**config.mk**
```make
export PLATFORM = sky130hd
export DESIGN_NAME = ray_convex_polyhedron_clip
export DESIGN_NICKNAME = d
export VERILOG_FILES = /design/src/hdl/rcpc_pkg.sv /design/src/hdl/ray_convex_polyhedron_clip.sv /design/src/hdl/rcpc_front.sv /design/src/hdl/rcpc_queue.sv /design/src/hdl/rcpc_back.sv
export SDC_FILE = /design/constraint.sdc
export NUM_CORES = 2
export LEC_CHECK = 0
export CORE_UTILIZATION = 41
export CTS_CLUSTER_DIAMETER = 100
export DETAILED_ROUTE_END_ITERATION = 8
export DONT_BUFFER_PORTS = 1
export GPL_TIMING_DRIVEN = 0
export MAX_ROUTING_LAYER = met4
export PLACE_DENSITY = 0.59
export SETUP_SLACK_MARGIN = 0.5
export SYNTH_ARGS = -nofsm -noshare
export SYNTH_HDL_FRONTEND = slang
export SYNTH_SLANG_ARGS = --single-unit
```
**constraint.sdc**
```tcl
create_clock -name clk -period 13.3 [get_ports clk]
set_clock_uncertainty 0.1 [all_clocks]
set_input_delay 1.33 -clock clk [delete_from_list [all_inputs] [get_ports clk]]
set_output_delay 1.33 -clock clk [all_outputs]
set_load 0.01 [all_outputs]
```
**src/hdl/rcpc_pkg.sv**
```systemverilog
// Shared types and constants for the ray versus convex polyhedron clipper.
// Used by the front, queue-side back end and the top level; depends on nothing.
package rcpc_pkg;

	localparam int unsigned COORD_W = 32;

	localparam logic signed [COORD_W-1:0] DIST_MAX = 32'sh7FFF_FFFF;
	localparam logic signed [COORD_W-1:0] DIST_MIN = 32'sh8000_0000;

	typedef enum logic [1:0] {
		FE_IDLE,
		FE_MUL,
		FE_PUSH
	} fe_state_t;

	typedef enum logic [1:0] {
		BE_IDLE,
		BE_DIV,
		BE_UPD,
		BE_OUT
	} be_state_t;

endpackage

```
**src/hdl/ray_convex_polyhedron_clip.sv**
```systemverilog
// Top level of the ray versus convex polyhedron clipper.
// Instantiates rcpc_front, rcpc_queue and rcpc_back; depends on rcpc_pkg.
//
// Each item is one face plane of a convex polyhedron together with the ray direction,
// in signed fixed point with FRAC_BITS fraction bits; the ray starts at the origin.
// After the item flagged last_face one result reports hit, and the interval resets.
// The front end takes one item at a time and accepts no other until it has queued it:
// it takes the item, forms the dot product over the four lanes on one shared 32x32
// multiplier, finishes the sum and queues it. The back end takes the item, runs a bit-serial
// divider per face (skipped for a parallel face or once the ray has missed) and updates
// the interval, so the sustained rate is set by the divider.
// A two-item queue between the two lets the front keep accepting while a result waits.
module ray_convex_polyhedron_clip
	import rcpc_pkg::*;
#(
	parameter int FRAC_BITS = 16
) (
	input  logic                      clk,
	input  logic                      arst_n,
	input  logic                      in_valid,
	output logic                      in_stall,
	input  logic signed [COORD_W-1:0] dir_x,
	input  logic signed [COORD_W-1:0] dir_y,
	input  logic signed [COORD_W-1:0] dir_z,
	input  logic signed [COORD_W-1:0] dir_w,
	input  logic signed [COORD_W-1:0] plane_a,
	input  logic signed [COORD_W-1:0] plane_b,
	input  logic signed [COORD_W-1:0] plane_c,
	input  logic signed [COORD_W-1:0] plane_d,
	input  logic                      last_face,
	output logic                      out_valid,
	input  logic                      out_stall,
	output logic                      hit
);

	localparam int VD_W = 66 - FRAC_BITS;
	localparam int QW   = VD_W + COORD_W + 1;

	logic          push, pop, q_full, q_empty;
	logic [QW-1:0] push_data, pop_data;

	rcpc_front #(.FRAC_BITS(FRAC_BITS), .VD_W(VD_W), .QW(QW)) u_front (
		.clk, .arst_n, .in_valid, .in_stall,
		.dir_x, .dir_y, .dir_z, .dir_w,
		.plane_a, .plane_b, .plane_c, .plane_d, .last_face,
		.push, .push_data, .q_full
	);

	rcpc_queue #(.W(QW)) u_queue (
		.clk, .arst_n, .push, .push_data, .full(q_full),
		.pop, .pop_data, .empty(q_empty)
	);

	rcpc_back #(.FRAC_BITS(FRAC_BITS), .VD_W(VD_W), .QW(QW)) u_back (
		.clk, .arst_n, .q_empty, .pop_data, .pop,
		.out_valid, .out_stall, .hit
	);

endmodule

```
**src/hdl/rcpc_front.sv**
```systemverilog
// Front end: accepts one face item, forms the plane/direction dot product with one
// shared multiplier over the four lanes and pushes the floored dot product to the queue.
// Depends on rcpc_pkg.
module rcpc_front
	import rcpc_pkg::*;
#(
	parameter int FRAC_BITS = 16,
	parameter int VD_W      = 66 - FRAC_BITS,
	parameter int QW        = VD_W + 33
) (
	input  logic                      clk,
	input  logic                      arst_n,
	input  logic                      in_valid,
	output logic                      in_stall,
	input  logic signed [COORD_W-1:0] dir_x,
	input  logic signed [COORD_W-1:0] dir_y,
	input  logic signed [COORD_W-1:0] dir_z,
	input  logic signed [COORD_W-1:0] dir_w,
	input  logic signed [COORD_W-1:0] plane_a,
	input  logic signed [COORD_W-1:0] plane_b,
	input  logic signed [COORD_W-1:0] plane_c,
	input  logic signed [COORD_W-1:0] plane_d,
	input  logic                      last_face,
	output logic                      push,
	output logic [QW-1:0]             push_data,
	input  logic                      q_full
);

	localparam int ACC_W = 66;

	fe_state_t state_q, state_nx;
	logic signed [COORD_W-1:0] dir_q [4];
	logic signed [COORD_W-1:0] pln_q [4];
	logic                      last_q;
	logic [2:0]                cnt_q;
	logic signed [63:0]        prod_q;
	logic signed [ACC_W-1:0]   acc_q;
	logic                      accept;

	assign accept = in_valid && !in_stall;

	always_comb begin
		state_nx = state_q;
		unique case (state_q)
			FE_IDLE: if (in_valid) state_nx = FE_MUL;
			FE_MUL:  if (cnt_q == 3'd4) state_nx = FE_PUSH;
			FE_PUSH: if (!q_full) state_nx = FE_IDLE;
			default: state_nx = FE_IDLE;
		endcase
	end

	always_comb begin
		in_stall = (state_q != FE_IDLE);
		push     = (state_q == FE_PUSH) && !q_full;
	end

	// Floor of the sum by 2^FRAC_BITS is an arithmetic shift, so only the upper bits go on.
	assign push_data = {last_q, pln_q[3], acc_q[ACC_W-1:FRAC_BITS]};

	always_ff @(posedge clk or negedge arst_n) begin
		if (!arst_n) begin
			state_q <= FE_IDLE;
			cnt_q   <= '0;
		end else begin
			state_q <= state_nx;
			if (accept) cnt_q <= '0;
			else if (state_q == FE_MUL) cnt_q <= cnt_q + 3'd1;
		end
	end

	always_ff @(posedge clk) begin
		if (accept) begin
			dir_q[0] <= dir_x;
			dir_q[1] <= dir_y;
			dir_q[2] <= dir_z;
			dir_q[3] <= dir_w;
			pln_q[0] <= plane_a;
			pln_q[1] <= plane_b;
			pln_q[2] <= plane_c;
			pln_q[3] <= plane_d;
			last_q   <= last_face;
			acc_q    <= '0;
		end else if (state_q == FE_MUL) begin
			// Lane cnt is multiplied while lane cnt-1 is summed.
			if (cnt_q != 3'd4) prod_q <= pln_q[cnt_q[1:0]] * dir_q[cnt_q[1:0]];
			if (cnt_q != 3'd0) acc_q <= acc_q + ACC_W'(prod_q);
		end
	end

endmodule

```
**src/hdl/rcpc_queue.sv**
```systemverilog
// Two-entry queue that decouples the dot-product front end from the divide back end.
// Depends on nothing.
module rcpc_queue #(
	parameter int W = 83
) (
	input  logic         clk,
	input  logic         arst_n,
	input  logic         push,
	input  logic [W-1:0] push_data,
	output logic         full,
	input  logic         pop,
	output logic [W-1:0] pop_data,
	output logic         empty
);

	logic [W-1:0] mem_q [2];
	logic         wr_q, rd_q;
	logic [1:0]   cnt_q;

	assign full     = (cnt_q == 2'd2);
	assign empty    = (cnt_q == 2'd0);
	assign pop_data = mem_q[rd_q];

	always_ff @(posedge clk or negedge arst_n) begin
		if (!arst_n) begin
			wr_q  <= 1'b0;
			rd_q  <= 1'b0;
			cnt_q <= '0;
		end else begin
			if (push) wr_q <= !wr_q;
			if (pop) rd_q <= !rd_q;
			if (push && !pop) cnt_q <= cnt_q + 2'd1;
			else if (pop && !push) cnt_q <= cnt_q - 2'd1;
		end
	end

	always_ff @(posedge clk) begin
		if (push) mem_q[wr_q] <= push_data;
	end

endmodule

```
**src/hdl/rcpc_back.sv**
```systemverilog
// Back end: divides -d by the dot product one quotient bit per cycle, saturates,
// updates the entry/exit interval and holds the hit result. Depends on rcpc_pkg.
module rcpc_back
	import rcpc_pkg::*;
#(
	parameter int FRAC_BITS = 16,
	parameter int VD_W      = 66 - FRAC_BITS,
	parameter int QW        = VD_W + 33
) (
	input  logic          clk,
	input  logic          arst_n,
	input  logic          q_empty,
	input  logic [QW-1:0] pop_data,
	output logic          pop,
	output logic          out_valid,
	input  logic          out_stall,
	output logic          hit
);

	localparam int NUM_W = COORD_W + FRAC_BITS;
	localparam int CNT_W = $clog2(NUM_W + 1);
	localparam logic [NUM_W-1:0] POS_LIM = NUM_W'(33'h0_7FFF_FFFF);
	localparam logic [NUM_W-1:0] NEG_LIM = NUM_W'(33'h0_8000_0000);

	be_state_t state_q, state_nx;

	logic signed [VD_W-1:0]    in_vd;
	logic signed [COORD_W-1:0] in_d;
	logic                      in_last;
	logic signed [COORD_W:0]   neg_d;
	logic [COORD_W:0]          num_mag;

	logic signed [VD_W-1:0]    vd_q;
	logic signed [COORD_W-1:0] d_q;
	logic                      last_q;
	logic                      qneg_q;
	logic [VD_W-1:0]           den_q;
	logic [VD_W-1:0]           rem_q;
	logic [NUM_W-1:0]          nq_q;
	logic [CNT_W-1:0]          step_q;

	logic signed [COORD_W-1:0] entry_q, exit_q;
	logic                      missed_q;
	logic                      out_vld_q, hit_q;

	logic [VD_W:0]             trial;
	logic                      qbit;
	logic signed [COORD_W-1:0] t;
	logic signed [COORD_W-1:0] entry_nx, exit_nx;
	logic                      missed_nx;

	assign {in_last, in_d, in_vd} = pop_data;
	assign neg_d   = -{in_d[COORD_W-1], in_d};
	assign num_mag = neg_d[COORD_W] ? -neg_d : neg_d;

	assign trial = {rem_q, nq_q[NUM_W-1]};
	assign qbit  = (trial >= {1'b0, den_q});

	always_comb begin
		state_nx = state_q;
		unique case (state_q)
			BE_IDLE: if (!q_empty) state_nx = (missed_q || in_vd == '0) ? BE_UPD : BE_DIV;
			BE_DIV:  if (step_q == CNT_W'(NUM_W - 1)) state_nx = BE_UPD;
			BE_UPD:  state_nx = last_q ? BE_OUT : BE_IDLE;
			BE_OUT:  if (!out_stall) state_nx = BE_IDLE;
			default: state_nx = BE_IDLE;
		endcase
	end

	always_comb begin
		pop       = (state_q == BE_IDLE) && !q_empty;
		out_valid = out_vld_q;
		hit       = hit_q;
	end

	// Truncated quotient with sign restored, saturated to 32 bits.
	always_comb begin
		if (!qneg_q) t = (nq_q > POS_LIM) ? DIST_MAX : nq_q[COORD_W-1:0];
		else t = (nq_q > NEG_LIM) ? DIST_MIN : -nq_q[COORD_W-1:0];
	end

	always_comb begin
		entry_nx  = entry_q;
		exit_nx   = exit_q;
		missed_nx = missed_q;
		if (!missed_q) begin
			if (vd_q == '0) begin
				if (d_q > 0) missed_nx = 1'b1;
			end else if (!vd_q[VD_W-1]) begin
				if (t < 0) begin
					missed_nx = 1'b1;
				end else if (t < exit_q) begin
					exit_nx = t;
					if (entry_q > t) missed_nx = 1'b1;
				end
			end else if (t > entry_q) begin
				entry_nx = t;
				if (t > exit_q) missed_nx = 1'b1;
			end
		end
	end

	always_ff @(posedge clk or negedge arst_n) begin
		if (!arst_n) begin
			state_q   <= BE_IDLE;
			entry_q   <= '0;
			exit_q    <= DIST_MAX;
			missed_q  <= 1'b0;
			out_vld_q <= 1'b0;
			step_q    <= '0;
		end else begin
			state_q <= state_nx;
			if (pop) step_q <= '0;
			else if (state_q == BE_DIV) step_q <= step_q + CNT_W'(1);
			if (state_q == BE_UPD) begin
				if (last_q) begin
					entry_q   <= '0;
					exit_q    <= DIST_MAX;
					missed_q  <= 1'b0;
					out_vld_q <= 1'b1;
				end else begin
					entry_q  <= entry_nx;
					exit_q   <= exit_nx;
					missed_q <= missed_nx;
				end
			end else if (state_q == BE_OUT && !out_stall) begin
				out_vld_q <= 1'b0;
			end
		end
	end

	always_ff @(posedge clk) begin
		if (pop) begin
			vd_q   <= in_vd;
			d_q    <= in_d;
			last_q <= in_last;
			qneg_q <= neg_d[COORD_W] ^ in_vd[VD_W-1];
			den_q  <= in_vd[VD_W-1] ? -in_vd : in_vd;
			rem_q  <= '0;
			nq_q   <= {num_mag[COORD_W-1:0], {FRAC_BITS{1'b0}}};
		end else if (state_q == BE_DIV) begin
			rem_q <= qbit ? VD_W'(trial - {1'b0, den_q}) : trial[VD_W-1:0];
			nq_q  <= {nq_q[NUM_W-2:0], qbit};
		end
		if (state_q == BE_UPD && last_q) hit_q <= !missed_nx;
	end

endmodule

```
Word level (Yosys, flattened, before mapping)

Memories as Yosys holds them, arrays and structs flattened.
Cells that the tools add are included.

Input bits: 261
Bits in writable memories: 422
Memories: 3
Output and inout port bits: 3
Word-level logic and storage cells: 159
Register bits after elaboration: 447

Memory list:

| memory        | words | width | read ports | clocked after Yosys merged registers in | write ports | RTL line         | RTL |
|---|---|---|---|---|---|---|---|
| u_queue.mem_q | 2     | 83    | 1          | 0                                       | 1           | rcpc_queue.sv:16 | `logic [W-1:0] mem_q [2];` |
| u_front.dir_q | 4     | 32    | 1          | 0                                       | 4           | rcpc_front.sv:32 | `logic signed [COORD_W-1:0] dir_q [4];` |
| u_front.pln_q | 4     | 32    | 2          | 0                                       | 4           | rcpc_front.sv:33 | `logic signed [COORD_W-1:0] pln_q [4];` |

Equal/unequal tests: 20
Magnitude comparators: 9
Add/subtract/negate cells: 10
Multipliers: 1
Bitwise operators: 2
Reductions and logical operators: 38
Mux-type cells: 52

Operators by type and width:

| kind                                                             | count |
|---|---|
| two-way mux 32 bit                                               | 15 |
| logical NOT 50 bit                                               | 2 |
| greater-than comparator 32 bit                                   | 3 |
| two-way mux 48 bit                                               | 2 |
| adder 66 x 64 -> 66 bit                                          | 1 |
| multiplier 32 x 32 -> 64 bit                                     | 1 |
| negation 32 bit                                                  | 2 |
| >= comparator 51 x 50 -> 1 bit                                   | 1 |
| two-way mux 50 bit                                               | 1 |
| negation 50 bit                                                  | 1 |
| subtractor 50 bit                                                | 1 |
| two-way mux 49 bit                                               | 1 |
| greater-than comparator 48 x 31 -> 1 bit (second input constant) | 1 |
| greater-than comparator 48 x 32 -> 1 bit (second input constant) | 1 |
| negation 33 bit                                                  | 1 |
| greater-than comparator 32 x 1 -> 1 bit (second input constant)  | 1 |
| < comparator 32 x 1 -> 1 bit (second input constant)             | 1 |
| < comparator 32 bit                                              | 1 |
| two-way mux 2 bit                                                | 10 |
| two-way mux 1 bit                                                | 17 |
| nonzero test 2 bit                                               | 8 |
| two-way mux 6 bit                                                | 2 |
| inequality test 2 x 1 -> 1 bit (second input constant)           | 6 |
| inequality test 2 bit (second input constant)                    | 5 |
| other kinds (23)                                                 | 47 |

Logic depth before layout (Yosys ltp)

Word-level depth: 11
Depth in mapped cells: 38
Gate-level depth less buffers: 32

Modules after synthesis

Synthesis repeated with hierarchy kept, for this count alone.

Cell total of the unflattened synthesis: 7793
Area, all modules: 79362.4 um^2

Modules (own cells, without submodules):

| module     | cells an instance | seq. area each (um^2) | times used | area each (um^2) |
|---|---|---|---|---|
| rcpc_front | 5458              | 11085.6               | 1          | 53674.0 |
| rcpc_back  | 2061              | 8171.6                | 1          | 19268.5 |
| rcpc_queue | 274               | 5084.9                | 1          | 6419.9 |

Least setup slack after synthesis

OpenSTA, ideal clock, no wires.

Path type: input port to flip-flop
Start: input port in_valid
End: memory u_front.dir_q[0][0], enable pin
Cell stages on the path: 3
Data required time: 12478 ps
Path buffers: 1
Library setup time: 722 ps
Data arrival time: 8780 ps
Path slack: 3698 ps
Path through: inv_1 > nor2_1 > clkbuf_1

RTL lines:

| what               | RTL line                         | RTL |
|---|---|---|
| start: declaration | ray_convex_polyhedron_clip.sv:20 | `input logic in_valid,` |
| end: declaration   | rcpc_front.sv:32                 |  |

Final worst setup path

Start: register u_front.cnt_q[1]
End: register u_front.prod_q[53] (data pin)

Longest elaborated chain between the ends: 2
Elaborated cells between the ends (all ways): 3
Those cells by class: 1 x mul; 2 x memory

RTL lines:

| what                                   | RTL line         | RTL |
|---|---|---|
| start: declaration                     | rcpc_front.sv:35 | `logic [2:0] cnt_q;` |
| start signal: assignment               | rcpc_front.sv:67 | `else if (state_q == FE_MUL) cnt_q <= cnt_q + 3'd1;` |
| memory (4 x 32 bit) (on tied branches) | n/a              |  |
| multiplier 32 x 32 -> 64 bit (*)       | rcpc_front.sv:85 | `if (cnt_q != 3'd4) prod_q <= pln_q[cnt_q[1:0]] * dir_q[cnt_q[1:0]];` |
| end signal: assignment                 | rcpc_front.sv:85 |  |
| end: declaration                       | rcpc_front.sv:36 | `logic signed [63:0] prod_q;` |

Every way passes the cells marked *; elsewhere a longest branch is shown, timed or not.
A chain may end at the register's enable or synchronous reset.

==> metrics.yaml <==
timing:
  tightest_slew_ns: 1.639
  max_freq_mhz: 80.98
  hold_violations: 0
  fin_crit_ns: 12.35
  fin_crit_sh_pct: 92.85
  slew_headroom_pct: -10.41
  finalSetupViolations: 0
  fin_ws_ns: 0.9506
  report.final.slew_viol_count: 6
  rsz0062_at_grt: "no"
setup_path:
  worstPathRequired_ns: 13.65
  worstSetupPathType: "reg -> reg"
  cp_max_fo: 10
  cpMaxStageDelayCell: "a2111oi_0"
  r2r-start: "u_front.cnt_q[1]"
  rrSetupSlack_ns: 0.95
  cp.arrival_ns: 12.70
  cpMostUsedCell: "fa_1"
  start_kind: "register"
  max_stage_delay_ns: 1.06
  r2r_cells: 32
  endpoint_kind: "register"
  r2r_end: "u_front.prod_q[53]"
synth:
  netlist_top_cells_area: "fa_1 (28%), edfxtp_1 (25%), inv_1 (6.3%)"
  yosysSeqAreaShare_pct: 30.98
  ys.flop_type: "edfxtp_1"
  synth-edff-count: 653
  yosysUniqueCellTypes: 102
  syn_nets: 9489
  syn_area_per_cell_sq_um: 10.11
  synth_top_area_cell: "fa_1"
  async_flop_share_pct: 9.458
  ys_ff_latch: 867
  synth_area_sq_um: 78580
  syn_inst: 7774
  ys.warnings.count: 0
  synth_top_cell_area_share_pct: 27.62
drt:
  route.detailed.drc: 0
  wl_per_cell_um: 26.05
  via_per_inst: 5.456
  drt_iter0_drc: 4629
  drt-total-wl_mm: 273.3
  ant_nets: 0
  via_count: 57250
  dr.pass1.iters: 7
global_routing:
  grt_overflow: 0
  grt_max_degree: 105
  grt_pass1_vias: 58990
  antenna_found_initial: 12
  grt_use_total_pct: 29.29
  grt_pass1_wl_mm: 398.2
finish:
  fin_nets: 9607
  fillers: 18220
  multi_input_comb_area_sq_um: 48010
  fin_area_sq_um: 85450
  seq_area_sq_um: 24340
  area_delta_synth_final_pct: 8.744
  drive_gt1_share_pct: 5.571
  fin_util_pct: 44.93
cts:
  cts.sinks: 867
  numCtsBuffers: 91
  cts_tree: "yes"
  clkTransAtPathRegs_ns: 0.06
  postCtsSetupRepairBufs: 0
  clockRootBuffer: "clkbuf_16"
  clk_latency_ns: 0.73
  clock_path_buffers: 3
  htreeDepth: 3
placement:
  numPortBuffers: 0
  placed_cell_area_sq_um: 82210
  dp_slack_ns: -0.1903
  post-dp-hpwl_mm: 225.6
  place_congestion: 1.066
die:
  core_area_sq_um: 190200
  die_h_um: 439.8
  die_area_sq_um: 193400
  die_x_um: 439.8
  ios: 264
  num_rows: 160
  initial_core_util_pct: 41.32
run_status:
  violations: "max-capacitance violations, max-slew violations"
  outcome: "complete, but fails checks"
job:
  maxCapViolations: 1
worst_hold_path:
  hold_path.class: "in -> async"
-- stage by stage --
step	TNS (ns)	hold slack, ns	cells
3_5_place_dp	-0.3291	0.3340	10310
6_report	0	0.1973	10490
5_1_grt	0	0.1545	10490
4_1_cts	0	0.1223	10480
2_1_floorplan	0	0.3215	7774
3_3_place_gp	-8.788	0.3241	10290
-- routing by layer --
layer  routed length [um]  global-route usage [%]  share of wire (%)  vias up
met5                    0                       -                  0        -
met4                16790                   14.96                6.1        0
met3                17080                   4.341                6.2      556
met2               128000                   46.81                 47     2038
met1               111400                   36.13                 41    29140
li1                     -                       -                  -    25510
-- how the worst max path moves through the flow --
stage                          endpoint  cells past startpoint  slack (ns)             start
detailed placement   u_front.prod_q[63]                     36       -0.19  u_front.cnt_q[0]
global route         u_front.prod_q[63]                     33        0.51  u_front.cnt_q[1]
CTS                  u_front.prod_q[63]                     36        0.60  u_front.cnt_q[0]
global placement     u_front.prod_q[63]                     35       -1.09  u_front.cnt_q[0]
floorplan           u_front.dir_q[0][0]                      3        3.70          in_valid
finish               u_front.prod_q[53]                     32        0.95  u_front.cnt_q[1]
-- timing repair --
| item | 4_1_cts | 5_1_grt |
|---|---|---|
| gates resized for setup | 8 | 65 |
| gates cloned | 0 | 0 |
| endpoints found under the setup margin | 18 | 10 |
| hold buffers | 0 | 0 |
-- cells in the mapped netlist, drive strengths merged, types with 129 or more instances --
cell type / count
nand2: 903
fa: 1084
a21oi: 330
xnor2: 180
edfxtp: 653
nor2: 715
dfxtp: 132
inv: 1310
clkbuf: 279
o21ai: 318
ha: 370
a21o: 129
-- cells in the final DEF (no fill, tap or decap), types with 41 or more instances in the layout --
master        n
o21ai_0     256
and2_1       41
o21a_1       72
a21oi_1     329
nor2_1      712
mux2i_1     109
o21ai_1      47
edfxtp_1    653
a22o_1       44
mux2_2       92
nand3_1     106
ha_1        370
a21o_1      129
nor4_1       41
dfrtp_1      51
clkbuf_16    92
dfxtp_1     132
clkbuf_1    271
xnor2_1     180
fa_1       1083
inv_1      1309
nor3_1       74
nand4_1      51
nand2_1     903
xor2_1       99
-- registers in the layout, indices dropped and copies added, names as in the netlist, 48 cells and up --
signal and flops:
u_back.den_q 50, u_front.pln_q 128, u_front.acc_q 66, u_front.dir_q 128, u_back.vd_q 49, u_queue.mem_q 166, u_back.nq_q 48, u_back.rem_q 50
u_front.prod_q 64
-- kinds of logic (layout without fill, tap and decap cells) --
group,Yosys count,after routing,synth area share [%]
and+or+nand+nor,2140,2140,11.86
buffers and inverters,1651,1847,8.029
adders and majority gates,1454,1454,33.51
AOI/OAI and AO/OA,1164,1164,9.357
DFF,867,867,30.98
xor gates and xnor gates,279,279,3.110
muxes,219,219,3.158
other,0,12,0
-- layout make-up --
cell class | instances | area share (%)
Antenna cell | 12 | 0.03514
Buffer | 338 | 1.719
Clock buffer | 111 | 2.801
Clock inverter | 60 | 0.8142
Inverter | 1313 | 5.774
Multi-Input combinational cell | 5256 | 56.19
Sequential cell | 867 | 28.49
Tap cell | 2511 | 3.677
Timing Repair Buffer | 25 | 0.5008
-- critical path, delay by kind of cell, from the launching register on --
family                   cells  cell delay [ns]
flip-flops                   1             0.53
AND/OR/NAND/NOR              3             0.44
buffers and inverters       11             3.22
adder cells (fa/ha/maj)      9             4.38
AO/OA/AOI/OAI                8             3.26
XOR/XNOR                     1             0.08
Power is not shown: default switching activity piles up to over one toggle a cycle in this logic, so the estimate is an artifact.
